<file path="config.mk">
export PLATFORM = sky130hd
export DESIGN_NAME = joystick_quadrature_pulse_planner_core
export DESIGN_NICKNAME = d
export VERILOG_FILES = /design/src/rtl/core/jqp_pkg.sv /design/src/rtl/core/jqp_fifo.sv /design/src/rtl/core/jqp_front.sv /design/src/rtl/core/jqp_back.sv /design/src/rtl/core/joystick_quadrature_pulse_planner_core.sv
export SDC_FILE = /design/constraint.sdc
export NUM_CORES = 2
export LEC_CHECK = 0
export ABC_AREA = 1
export BUFFER_PORTS_ARGS = -buffer_cell sky130_fd_sc_hd__buf_2
export CORE_AREA = 2 2 450 452
export DETAILED_ROUTE_END_ITERATION = 8
export DIE_AREA = 0 0 452 454
export GPL_ROUTABILITY_DRIVEN = 0
export MAX_ROUTING_LAYER = met4
export PLACE_DENSITY = 0.41
export SLEW_MARGIN = 20
export SYNTH_ARGS = -nofsm -noshare
export SYNTH_HDL_FRONTEND = slang
export SYNTH_SLANG_ARGS = --single-unit
export TNS_END_PERCENT = 30
</file>
<file path="constraint.sdc">
create_clock -name i_clk -period 24.2 [get_ports i_clk]
set_input_delay 1.21 -clock i_clk [delete_from_list [all_inputs] [get_ports i_clk]]
set_output_delay 1.21 -clock i_clk [all_outputs]
set_load 0.005 [all_outputs]
</file>
<file path="src/rtl/core/jqp_pkg.sv">
// shared types and constants of the joystick quadrature pulse planner
package jqp_pkg;

    localparam int DEAD_W     = 12;
    localparam int CAP_W      = 8;
    localparam int CFG_IDX_W  = 2;
    localparam int CFG_DATA_W = 12;

    localparam logic [CFG_IDX_W-1:0] CFG_DEAD_LOW  = 2'd0;
    localparam logic [CFG_IDX_W-1:0] CFG_DEAD_HIGH = 2'd1;
    localparam logic [CFG_IDX_W-1:0] CFG_PULSE_CAP = 2'd2;

    localparam logic [DEAD_W-1:0] DEAD_LOW_RST  = 12'd1300;
    localparam logic [DEAD_W-1:0] DEAD_HIGH_RST = 12'd2400;
    localparam logic [CAP_W-1:0]  PULSE_CAP_RST = 8'd65;

    localparam int NDIR   = 4;
    localparam int NSLOT  = 8;
    localparam int SLOT_W = 3;

    localparam int DIR_LEFT  = 0;
    localparam int DIR_RIGHT = 1;
    localparam int DIR_DOWN  = 2;
    localparam int DIR_UP    = 3;

    // low side: s = 65 * (sample + 1300 - dead_low) / 633, t = 65 * (133 - s) / 68
    localparam int LOW_OFS  = 1300;
    localparam int SCALE    = 65;
    localparam int S_BIAS   = 133;
    localparam int LOW_DEN  = 68;
    // high side: t = 65 * (sample - dead_high - 100) / 800
    localparam int HIGH_OFS = 100;
    localparam int HIGH_DEN = 800;

    // ceil(2^33 / 633), exact quotient for dividends below 2^23
    localparam int              RECIP_W     = 24;
    localparam int              RECIP_SHIFT = 33;
    localparam logic [RECIP_W-1:0] RECIP_633 = 24'd13570197;

    typedef struct packed {
        logic [DEAD_W-1:0] dead_low;
        logic [DEAD_W-1:0] dead_high;
        logic [CAP_W-1:0]  pulse_cap;
    } t_cfg;

    typedef struct packed {
        logic [NDIR-1:0] fwd_act;
        logic [NDIR-1:0] rev_ok;
        logic            sw;
    } t_ctl;

    localparam int CTL_W = $bits(t_ctl);

endpackage

</file>
<file path="src/rtl/core/jqp_fifo.sv">
// short decoupling queue between the classify front and the burst back end
module jqp_fifo #(
    parameter int WIDTH = 8,
    parameter int DEPTH = 4
) (
    input  logic             i_clk,
    input  logic             i_rst_n,
    input  logic             i_push,
    input  logic [WIDTH-1:0] i_data,
    output logic             o_full,
    input  logic             i_pop,
    output logic             o_valid,
    output logic [WIDTH-1:0] o_data
);

    localparam int AW = $clog2(DEPTH);
    localparam int NW = $clog2(DEPTH + 1);

    logic [WIDTH-1:0] r_mem [DEPTH];
    logic [AW-1:0]    r_wr;
    logic [AW-1:0]    r_rd;
    logic [NW-1:0]    r_num;
    logic             do_push;
    logic             do_pop;

    assign o_full  = (r_num == NW'(DEPTH));
    assign o_valid = (r_num != '0);
    assign o_data  = r_mem[r_rd];
    assign do_push = i_push && !o_full;
    assign do_pop  = i_pop && o_valid;

    always_ff @(posedge i_clk) begin
        if (!i_rst_n) begin
            r_wr  <= '0;
            r_rd  <= '0;
            r_num <= '0;
        end else begin
            if (do_push) begin
                r_wr <= (r_wr == AW'(DEPTH - 1)) ? '0 : r_wr + 1'b1;
            end
            if (do_pop) begin
                r_rd <= (r_rd == AW'(DEPTH - 1)) ? '0 : r_rd + 1'b1;
            end
            if (do_push && !do_pop) begin
                r_num <= r_num + 1'b1;
            end else if (do_pop && !do_push) begin
                r_num <= r_num - 1'b1;
            end
        end
    end

    always_ff @(posedge i_clk) begin
        if (do_push) begin
            r_mem[r_wr] <= i_data;
        end
    end

endmodule

</file>
<file path="src/rtl/core/jqp_front.sv">
// front end: accepts a polling pass, classifies directions, computes target metrics
module jqp_front #(
    parameter int SAMPLE_BITS = 12,
    localparam int WU = ((SAMPLE_BITS > jqp_pkg::DEAD_W) ? SAMPLE_BITS : jqp_pkg::DEAD_W) + 2,
    localparam int WM = WU + 7
) (
    input  logic                          i_clk,
    input  logic                          i_rst_n,
    input  jqp_pkg::t_cfg                 i_cfg,
    input  logic                          i_push,
    output logic                          o_full,
    input  logic [SAMPLE_BITS-1:0]        i_vert,
    input  logic [SAMPLE_BITS-1:0]        i_horiz,
    input  logic [jqp_pkg::NDIR-1:0]      i_btn,
    input  logic                          i_sw,
    input  logic                          i_q_full,
    output logic                          o_q_push,
    output jqp_pkg::t_ctl                 o_ctl,
    output logic [1:0][WM-1:0]            o_low_metric,
    output logic [1:0][WM-1:0]            o_high_metric
);
    import jqp_pkg::*;

    localparam int WY  = WU + 7;
    localparam int WA  = WU + 6;
    localparam int WP  = WA + RECIP_W;
    localparam int WSM = WP - RECIP_SHIFT;
    localparam int WS  = WSM + 1;

    logic        en;
    logic [3:0]  r_vld;

    logic [WU-1:0]        samp_w [2];
    logic [WU-1:0]        dl_w;
    logic [WU-1:0]        dh_w;
    logic [WU-1:0]        u [2];
    logic [WU-1:0]        xh [2];
    logic [1:0]           below;
    logic [1:0]           above;
    logic [1:0]           mid;
    t_ctl                 ctl_in;

    logic signed [WU-1:0] r_u [2];
    logic signed [WU-1:0] r_xh [2];
    t_ctl                 r_ctl1;

    logic signed [WY-1:0] y [2];
    logic signed [WM-1:0] hm [2];
    logic [WA-1:0]        r_abs [2];
    logic [1:0]           r_neg;
    logic signed [WM-1:0] r_hm2 [2];
    t_ctl                 r_ctl2;

    logic [WP-1:0]        prod [2];
    logic signed [WS-1:0] s_pos [2];
    logic signed [WS-1:0] s [2];
    logic signed [WS-1:0] r_s [2];
    logic signed [WM-1:0] r_hm3 [2];
    t_ctl                 r_ctl3;

    logic signed [WM-1:0] dd [2];
    logic signed [WM-1:0] lm [2];
    logic signed [WM-1:0] r_lm [2];
    logic signed [WM-1:0] r_hm4 [2];
    t_ctl                 r_ctl4;

    // the whole chain stalls together when the last stage cannot hand off
    assign en       = !(r_vld[3] && i_q_full);
    assign o_full   = !en;
    assign o_q_push = r_vld[3] && !i_q_full;
    assign o_ctl    = r_ctl4;

    always_comb begin
        samp_w[0] = WU'(i_vert);
        samp_w[1] = WU'(i_horiz);
        dl_w      = WU'(i_cfg.dead_low);
        dh_w      = WU'(i_cfg.dead_high);
        for (int k = 0; k < 2; k++) begin
            u[k]     = samp_w[k] + WU'(LOW_OFS) - dl_w;
            xh[k]    = samp_w[k] - dh_w - WU'(HIGH_OFS);
            below[k] = samp_w[k] < dl_w;
            above[k] = samp_w[k] > dh_w;
            mid[k]   = (samp_w[k] > dl_w) && (samp_w[k] < dh_w);
        end
        ctl_in.sw                = i_sw;
        ctl_in.fwd_act[DIR_LEFT]  = (!i_btn[DIR_LEFT]  && i_sw) || below[0];
        ctl_in.fwd_act[DIR_RIGHT] = (!i_btn[DIR_RIGHT] && i_sw) || above[0];
        ctl_in.fwd_act[DIR_DOWN]  = (!i_btn[DIR_DOWN]  && i_sw) || below[1];
        ctl_in.fwd_act[DIR_UP]    = (!i_btn[DIR_UP]    && i_sw) || above[1];
        ctl_in.rev_ok[DIR_LEFT]   = i_btn[DIR_LEFT]  && mid[0];
        ctl_in.rev_ok[DIR_RIGHT]  = i_btn[DIR_RIGHT] && mid[0];
        ctl_in.rev_ok[DIR_DOWN]   = i_btn[DIR_DOWN]  && mid[1];
        ctl_in.rev_ok[DIR_UP]     = i_btn[DIR_UP]    && mid[1];
    end

    always_comb begin
        for (int k = 0; k < 2; k++) begin
            y[k]     = WY'(r_u[k]) * $signed(WY'(SCALE));
            hm[k]    = WM'(r_xh[k]) * $signed(WM'(SCALE));
            prod[k]  = WP'(r_abs[k]) * WP'(RECIP_633);
            s_pos[k] = $signed({1'b0, prod[k][WP-1:RECIP_SHIFT]});
            s[k]     = r_neg[k] ? -s_pos[k] : s_pos[k];
            dd[k]    = $signed(WM'(S_BIAS)) - WM'(r_s[k]);
            lm[k]    = dd[k] * $signed(WM'(SCALE));
            o_low_metric[k]  = r_lm[k];
            o_high_metric[k] = r_hm4[k];
        end
    end

    always_ff @(posedge i_clk) begin
        if (!i_rst_n) begin
            r_vld <= '0;
        end else if (en) begin
            r_vld <= {r_vld[2:0], i_push};
        end
    end

    always_ff @(posedge i_clk) begin
        if (en) begin
            r_ctl1 <= ctl_in;
            r_ctl2 <= r_ctl1;
            r_ctl3 <= r_ctl2;
            r_ctl4 <= r_ctl3;
            for (int k = 0; k < 2; k++) begin
                r_u[k]   <= $signed(u[k]);
                r_xh[k]  <= $signed(xh[k]);
                r_neg[k] <= y[k][WY-1];
                r_abs[k] <= WA'(y[k][WY-1] ? -y[k] : y[k]);
                r_hm2[k] <= hm[k];
                r_s[k]   <= s[k];
                r_hm3[k] <= r_hm2[k];
                r_lm[k]  <= lm[k];
                r_hm4[k] <= r_hm3[k];
            end
        end
    end

endmodule

</file>
<file path="src/rtl/core/jqp_back.sv">
// back end: direction counters, burst planning, one burst per cycle to a free output register
module jqp_back #(
    parameter int SAMPLE_BITS = 12,
    parameter int COUNT_BITS  = 8,
    localparam int WU = ((SAMPLE_BITS > jqp_pkg::DEAD_W) ? SAMPLE_BITS : jqp_pkg::DEAD_W) + 2,
    localparam int WM = WU + 7
) (
    input  logic                       i_clk,
    input  logic                       i_rst_n,
    input  logic [jqp_pkg::CAP_W-1:0]  i_pulse_cap,
    input  logic                       i_q_valid,
    output logic                       o_q_pop,
    input  jqp_pkg::t_ctl              i_ctl,
    input  logic [1:0][WM-1:0]         i_low_metric,
    input  logic [1:0][WM-1:0]         i_high_metric,
    input  logic                       i_pop,
    output logic                       o_empty,
    output logic                       o_axis,
    output logic                       o_lead_phase,
    output logic [jqp_pkg::CAP_W-1:0]  o_pulse_count,
    output logic                       o_last
);
    import jqp_pkg::*;

    localparam int CW = ((WM > COUNT_BITS + 11) ? WM : COUNT_BITS + 11) + 1;
    localparam logic [COUNT_BITS-1:0] CNT_MAX = '1;

    logic [COUNT_BITS-1:0] r_cnt [NDIR];
    logic [COUNT_BITS-1:0] n_cnt [NDIR];
    logic [CAP_W-1:0]      r_k [NDIR];
    logic [CAP_W-1:0]      kk [NDIR];
    logic [NSLOT-1:0]      r_mask;
    logic [NSLOT-1:0]      rest;

    logic [WM-1:0]         m [NDIR];
    logic signed [CW-1:0]  lhs [NDIR];
    logic [CW-1:0]         rhs [NDIR];
    logic [COUNT_BITS-1:0] cap_x;
    logic [NDIR-1:0]       below_cap;
    logic [NDIR-1:0]       fwd;
    logic [NDIR-1:0]       rev_emit;

    logic                  plan;
    logic                  emit;
    logic                  emit_last;
    logic                  out_free;
    logic [SLOT_W-1:0]     pick;
    logic [1:0]            dir;

    logic                  r_ovld;
    logic                  r_axis;
    logic                  r_lead;
    logic [CAP_W-1:0]      r_pcnt;
    logic                  r_last;

    assign m[DIR_LEFT]  = i_low_metric[0];
    assign m[DIR_RIGHT] = i_high_metric[0];
    assign m[DIR_DOWN]  = i_low_metric[1];
    assign m[DIR_UP]    = i_high_metric[1];
    assign cap_x        = COUNT_BITS'(i_pulse_cap);

    // counter below target is checked as metric >= den * (count + 1)
    always_comb begin
        for (int d = 0; d < NDIR; d++) begin
            lhs[d] = CW'($signed(m[d]));
            rhs[d] = (CW'(r_cnt[d]) + CW'(1)) * CW'((d % 2 == 1) ? HIGH_DEN : LOW_DEN);
            below_cap[d] = r_cnt[d] < cap_x;
            fwd[d] = i_ctl.fwd_act[d] &&
                     ((lhs[d] >= $signed(rhs[d])) || (below_cap[d] && i_ctl.sw));
            kk[d] = below_cap[d] ? CAP_W'(r_cnt[d]) : i_pulse_cap;
            rev_emit[d] = i_ctl.rev_ok[d] && (kk[d] != '0);
            if (fwd[d]) begin
                n_cnt[d] = (r_cnt[d] == CNT_MAX) ? r_cnt[d] : r_cnt[d] + 1'b1;
            end else if (i_ctl.rev_ok[d]) begin
                n_cnt[d] = '0;
            end else begin
                n_cnt[d] = r_cnt[d];
            end
        end
    end

    // forward slots come first, then reverse slots, each in direction order
    always_comb begin
        pick = '0;
        for (int i = NSLOT - 1; i >= 0; i--) begin
            if (r_mask[i]) begin
                pick = SLOT_W'(i);
            end
        end
        rest       = r_mask;
        rest[pick] = 1'b0;
        emit_last  = (rest == '0);
        dir        = pick[1:0];
    end

    assign out_free = !r_ovld || i_pop;
    assign emit     = (r_mask != '0) && out_free;
    assign plan     = i_q_valid && (r_mask == '0);
    assign o_q_pop  = plan;

    always_ff @(posedge i_clk) begin
        if (!i_rst_n) begin
            r_mask <= '0;
            r_ovld <= 1'b0;
            for (int d = 0; d < NDIR; d++) begin
                r_cnt[d] <= '0;
            end
        end else begin
            if (plan) begin
                r_mask <= {rev_emit, fwd};
                for (int d = 0; d < NDIR; d++) begin
                    r_cnt[d] <= n_cnt[d];
                end
            end else if (emit) begin
                r_mask <= rest;
            end
            if (emit) begin
                r_ovld <= 1'b1;
            end else if (i_pop) begin
                r_ovld <= 1'b0;
            end
        end
    end

    always_ff @(posedge i_clk) begin
        if (plan) begin
            for (int d = 0; d < NDIR; d++) begin
                r_k[d] <= kk[d];
            end
        end
        if (emit) begin
            r_axis <= dir[1];
            r_lead <= dir[0] ^ pick[2];
            r_pcnt <= pick[2] ? r_k[dir] : CAP_W'(1);
            r_last <= emit_last;
        end
    end

    assign o_empty       = !r_ovld;
    assign o_axis        = r_axis;
    assign o_lead_phase  = r_lead;
    assign o_pulse_count = r_pcnt;
    assign o_last        = r_last;

    a_beat_nonzero: assert property (@(posedge i_clk) disable iff (!i_rst_n)
        !o_empty |-> (o_pulse_count != '0))
        else $error("burst beat with zero pulse count");

    a_more_after_nonlast: assert property (@(posedge i_clk) disable iff (!i_rst_n)
        (emit && !emit_last) |=> (r_mask != '0))
        else $error("bursts lost after a beat not marked last");

    a_last_drains: assert property (@(posedge i_clk) disable iff (!i_rst_n)
        (emit && emit_last) |=> ((r_mask == '0) && !o_empty))
        else $error("bursts left over after a beat marked last");

    a_count_saturates: assert property (@(posedge i_clk) disable iff (!i_rst_n)
        (r_cnt[DIR_LEFT] == CNT_MAX) |=>
            ((r_cnt[DIR_LEFT] == CNT_MAX) || (r_cnt[DIR_LEFT] == '0)))
        else $error("left counter wrapped past its maximum");

endmodule

</file>
<file path="src/rtl/core/joystick_quadrature_pulse_planner_core.sv">
// Joystick quadrature pulse planner: one polling pass in, up to four bursts out.
// A pass enters the four-stage classify pipeline in any cycle in which full is low
// and moves through the stage registers into the four-entry queue. The back end takes
// one pass from the queue per planning cycle, only once no burst of the previous pass
// is left, and then sends one burst per cycle while the output register is free; a
// pass gives 0 to 4 bursts. Bursts of a pass come out in order, the final one with
// last set. Registers are written through the cfg channel, which is always ready:
// index 0 dead_low, 1 dead_high, 2 pulse_cap; other indexes are ignored.
module joystick_quadrature_pulse_planner_core #(
    parameter int SAMPLE_BITS = 12,
    parameter int COUNT_BITS  = 8
) (
    input  logic                            i_clk,
    input  logic                            i_rst_n,
    input  logic                            i_cfg_valid,
    output logic                            o_cfg_ready,
    input  logic [jqp_pkg::CFG_IDX_W-1:0]   i_cfg_index,
    input  logic [jqp_pkg::CFG_DATA_W-1:0]  i_cfg_data,
    input  logic                            push,
    output logic                            full,
    input  logic [SAMPLE_BITS-1:0]          i_vert_sample,
    input  logic [SAMPLE_BITS-1:0]          i_horiz_sample,
    input  logic                            i_left_button,
    input  logic                            i_right_button,
    input  logic                            i_down_button,
    input  logic                            i_up_button,
    input  logic                            i_mode_switch,
    output logic                            empty,
    input  logic                            pop,
    output logic                            o_axis,
    output logic                            o_lead_phase,
    output logic [jqp_pkg::CAP_W-1:0]       o_pulse_count,
    output logic                            o_last
);
    import jqp_pkg::*;

    localparam int WU = ((SAMPLE_BITS > DEAD_W) ? SAMPLE_BITS : DEAD_W) + 2;
    localparam int WM = WU + 7;
    localparam int QW = CTL_W + 4 * WM;

    t_cfg              r_cfg;
    t_cfg              n_cfg;

    logic              q_push;
    logic              q_full;
    logic              q_valid;
    logic              q_pop;
    logic [QW-1:0]     q_wdata;
    logic [QW-1:0]     q_rdata;

    t_ctl              f_ctl;
    logic [1:0][WM-1:0] f_low;
    logic [1:0][WM-1:0] f_high;
    t_ctl              b_ctl;
    logic [1:0][WM-1:0] b_low;
    logic [1:0][WM-1:0] b_high;

    assign o_cfg_ready = 1'b1;

    always_comb begin
        n_cfg = r_cfg;
        if (i_cfg_valid) begin
            unique case (i_cfg_index)
                CFG_DEAD_LOW:  n_cfg.dead_low  = i_cfg_data;
                CFG_DEAD_HIGH: n_cfg.dead_high = i_cfg_data;
                CFG_PULSE_CAP: n_cfg.pulse_cap = i_cfg_data[CAP_W-1:0];
                default:       n_cfg = r_cfg;
            endcase
        end
    end

    always_ff @(posedge i_clk) begin
        if (!i_rst_n) begin
            r_cfg.dead_low  <= DEAD_LOW_RST;
            r_cfg.dead_high <= DEAD_HIGH_RST;
            r_cfg.pulse_cap <= PULSE_CAP_RST;
        end else begin
            r_cfg <= n_cfg;
        end
    end

    jqp_front #(
        .SAMPLE_BITS (SAMPLE_BITS)
    ) u_front (
        .i_clk         (i_clk),
        .i_rst_n       (i_rst_n),
        .i_cfg         (r_cfg),
        .i_push        (push),
        .o_full        (full),
        .i_vert        (i_vert_sample),
        .i_horiz       (i_horiz_sample),
        .i_btn         ({i_up_button, i_down_button, i_right_button, i_left_button}),
        .i_sw          (i_mode_switch),
        .i_q_full      (q_full),
        .o_q_push      (q_push),
        .o_ctl         (f_ctl),
        .o_low_metric  (f_low),
        .o_high_metric (f_high)
    );

    assign q_wdata = {f_ctl, f_low, f_high};

    jqp_fifo #(
        .WIDTH (QW),
        .DEPTH (4)
    ) u_fifo (
        .i_clk   (i_clk),
        .i_rst_n (i_rst_n),
        .i_push  (q_push),
        .i_data  (q_wdata),
        .o_full  (q_full),
        .i_pop   (q_pop),
        .o_valid (q_valid),
        .o_data  (q_rdata)
    );

    assign {b_ctl, b_low, b_high} = q_rdata;

    jqp_back #(
        .SAMPLE_BITS (SAMPLE_BITS),
        .COUNT_BITS  (COUNT_BITS)
    ) u_back (
        .i_clk         (i_clk),
        .i_rst_n       (i_rst_n),
        .i_pulse_cap   (r_cfg.pulse_cap),
        .i_q_valid     (q_valid),
        .o_q_pop       (q_pop),
        .i_ctl         (b_ctl),
        .i_low_metric  (b_low),
        .i_high_metric (b_high),
        .i_pop         (pop),
        .o_empty       (empty),
        .o_axis        (o_axis),
        .o_lead_phase  (o_lead_phase),
        .o_pulse_count (o_pulse_count),
        .o_last        (o_last)
    );

endmodule
</file>
==> impl_results.md <==
- Crit path max-delay family: adder cells
- Most Crowded Layer GR: met2
- Crit path from: u_front.r_abs[0][25]
- Crit Path Category: register to register
- WL final: 154000 µm
- Critical path fanouts, max: 8
- Worst EP required: 24640 ps
- Met1 Resource Use GR: 0.198
- CORE AREA: 201000 µm²
- Outcome: completed
- # fillers: 20500
- Post-CTS setup buffer count: 0
- Post-synth top area share: 0.388
- Register area: 24300 µm²
- Cts hold-fix bufs: 0
- Min Tclk post-route: 6450 ps
- Crit path arrival time: 6890 ps
- R2R Path Start: u_front.r_abs[0][25]
- Post-synthesis async set-or-reset flop share: 0
- Final period util: 0.266
- Via count: 40100
- Worst-Margin Slew: 1000 ps
- Multi-input logic area: 31700 µm²
- Synth Instances: 5970
- Hold Crit Start: u_front.r_hm3[0][23]
- DP HPWL: 120000 µm
- Worst relative slew slack: 0.330
- Global Route met3 Usage: 0.0152
- First-pass GRT wire length: 239000 µm
- ANT nets after route: 0
- CP bufs+invs: 6
- Worst r2r path cells: 29
- Later-pin clock latency in the skew report: 710 ps
- Crit path capture type: register
- Worst setup SP type: register
- Gr usage total: 0.154
- CP max-delay cell: edfxtp_1
- Post-synthesis sequential area ratio: 0.406
- Share of cells above drive strength 1: 0.0527
- Port Buffer Count: 60
- Reg2Reg Setup Slack: 17750 ps
- HP Class: register to register
- Worst hold stages: 0
- GRT met2 Usage: 0.260
- Synth Flop Type: edfxtp_1
- CTS Root Cell: clkbuf_16
- Post-route DRC: 0
- Avg Cell Area, Syn: 10.0 µm²
- Die height: 454 µm
- Post-synth top area cell: edfxtp_1
- Max-slew violation count: 0
- DRT Pass-1 Iters: 5
- RSZ-0062 raised after global routing: false
- Largest net degree at the start of global routing: 89
- Top cell by count, worst path: nand2_1
- CTS tree: built
- Clock skew: 46.2 ps
- Worst Hold End: u_front.r_hm4[0][23]
- Final nets: 7343
- Vias in the first global route: 41000
- Slowest stage delay, CP: 640 ps
- Mapped Area: 59900 µm²
- Starting Density: 0.298
- Initial drt markers: 2019
- Overflow after GRT: 0
- Die Width: 452 µm
- Final setup viols: 0
- Htree depth: 3
- Area growth, synth to finish: 11.4%
- Max Cap Viol: 0
- Fmax: 155 MHz
- Top-level port count: 62
- WL/cell: 17.4 µm
- R2R Path End: u_front.r_s[0][20]
- Largest cells by area after synthesis: edfxtp_1 39%, ha_1 19%, fa_1 9.5%
- Post-CTS sizing: 0
- Setup TNS: 0 ps
- Clock sinks: 827
- Clock slew at reported path FFs: 60 ps
- Rows: 165
- Syn. warnings: 0
- Max clock buf depth: 3
- Number of CTS-inserted buffers: 97
- #FFs+latches synth: 827
- Distinct cell type count of the synthesized netlist: 62
- DR vias/cell: 4.53
- Full die area: 205000 µm²
- Final Hold Fails: 0
- Initial antenna violation count: 4
- EDFF count, synth: 773
==> how the worst max path moves through the flow <==
stage                               endpoint  slack [ps]  depth (start not counted)
after CTS                 u_front.r_s[0][20]       17670                         29
final                     u_front.r_s[0][20]       17750                         29
after detailed placement  u_front.r_s[0][20]       17700                         29
after floorplan                         full       12910                          3
after global placement    u_front.r_s[0][10]       17620                         29
after global routing      u_front.r_s[0][22]       17250                         29
==> through the flow <==
step                      setup WS (ps)  hold slack, ps  instances  area [µm²]   util
after floorplan                   12910             400       5972       59900      -
after global placement            17620             401       8655       63400  0.316
after global routing              17250             393       8835       66700  0.332
after detailed placement          17700             405       8655       63400  0.316
final                             17750             404       8835       66700  0.332
after CTS                         17670             395       8834       66700  0.332
==> cell families (layout without fill, tap and decap cells) <==
group,count (synthesis),after routing,synth area share
adders and majority gates,1213,1213,0.289
other,1,4,0.0000626
buffers and inverters,1026,1216,0.0658
DFF,827,827,0.406
AOI/OAI and AO/OA,789,789,0.0735
and+or+nand+nor,1878,1878,0.132
xor gates and xnor gates,236,236,0.0345
==> metal layers <==
layer	routed length, µm	up-vias
met4	3380	0
met3	3970	177
met2	75000	429
li1	-	20300
met1	71500	19100
met5	0	-
==> synth_stat cells, types with 6 or more instances <==
cell       instances
xor2_1           160
nor2_2            19
or2_2              8
inv_1            942
nand4_1           52
a21o_1             9
o2111ai_1          9
o211ai_1          23
buf_6              6
a31oi_1            9
nand2_1         1005
nor2_1           502
edfxtp_1         773
xnor2_1           76
inv_2              6
ha_1             930
o21ai_1           13
o311ai_0           6
dfxtp_1           54
a211oi_1          16
buf_2             22
a21oi_1          289
o21ai_0          291
nor4_1            12
nand2_2           12
nand3b_1          17
o22ai_1           66
o21bai_1          24
clkbuf_1          42
fa_1             283
nor3_2            12
nor3_1            51
o31ai_1            7
nand3_1          162
==> layout make-up <==
| cell class | count | area share |
|---|---|---|
| antenna | 1 | 0.0000375 |
| clock buffer | 121 | 0.0394 |
| clock inverter | 58 | 0.00996 |
| inverter | 952 | 0.0537 |
| multi-input combinational | 4119 | 0.475 |
| sequential | 827 | 0.364 |
| tap | 2672 | 0.0501 |
| timing repair buffer | 85 | 0.00737 |
==> state kept, by name, indices dropped and copies added, names as in the netlist, 3 cells and up, named ones only <==
| name | count |
|---|---|
| u_front.r_hm2 | 42 |
| u_front.r_xh | 28 |
| u_front.r_abs | 40 |
| u_back.r_k | 32 |
| u_front.r_hm4 | 42 |
| u_front.o_ctl | 9 |
| r_cfg | 32 |
| u_front.r_hm3 | 42 |
| u_front.r_vld | 4 |
| u_back.o_pulse_count | 8 |
| u_front.r_lm | 42 |
| u_front.r_ctl3 | 9 |
| u_front.r_s | 24 |
| u_front.r_u | 28 |
| u_front.r_ctl1 | 9 |
| u_fifo.r_num | 3 |
| u_front.r_ctl2 | 9 |
| u_back.r_mask | 8 |
| u_fifo.r_mem | 372 |
| u_back.r_cnt | 32 |
==> cells in the final DEF (no fill, tap or decap), types with 13 or more instances in the layout <==
cell type	n
nand2_1	1005
inv_1	941
ha_1	930
edfxtp_1	773
nor2_1	498
o21ai_0	291
a21oi_1	289
fa_1	283
nand3_1	161
xor2_1	160
clkbuf_16	100
xnor2_1	76
o22ai_1	66
buf_2	60
nand4_1	52
dfxtp_1	52
nor3_1	51
o21bai_1	24
buf_4	24
o211ai_1	23
nor2_2	19
nand3b_1	17
a211oi_1	16
clkinv_2	16
clkbuf_1	16
clkinv_1	14
o21ai_1	13
Power is left out: the tool's default activity adds up to more than one toggle a clock period on the data nets, which glitch-free logic cannot reach.
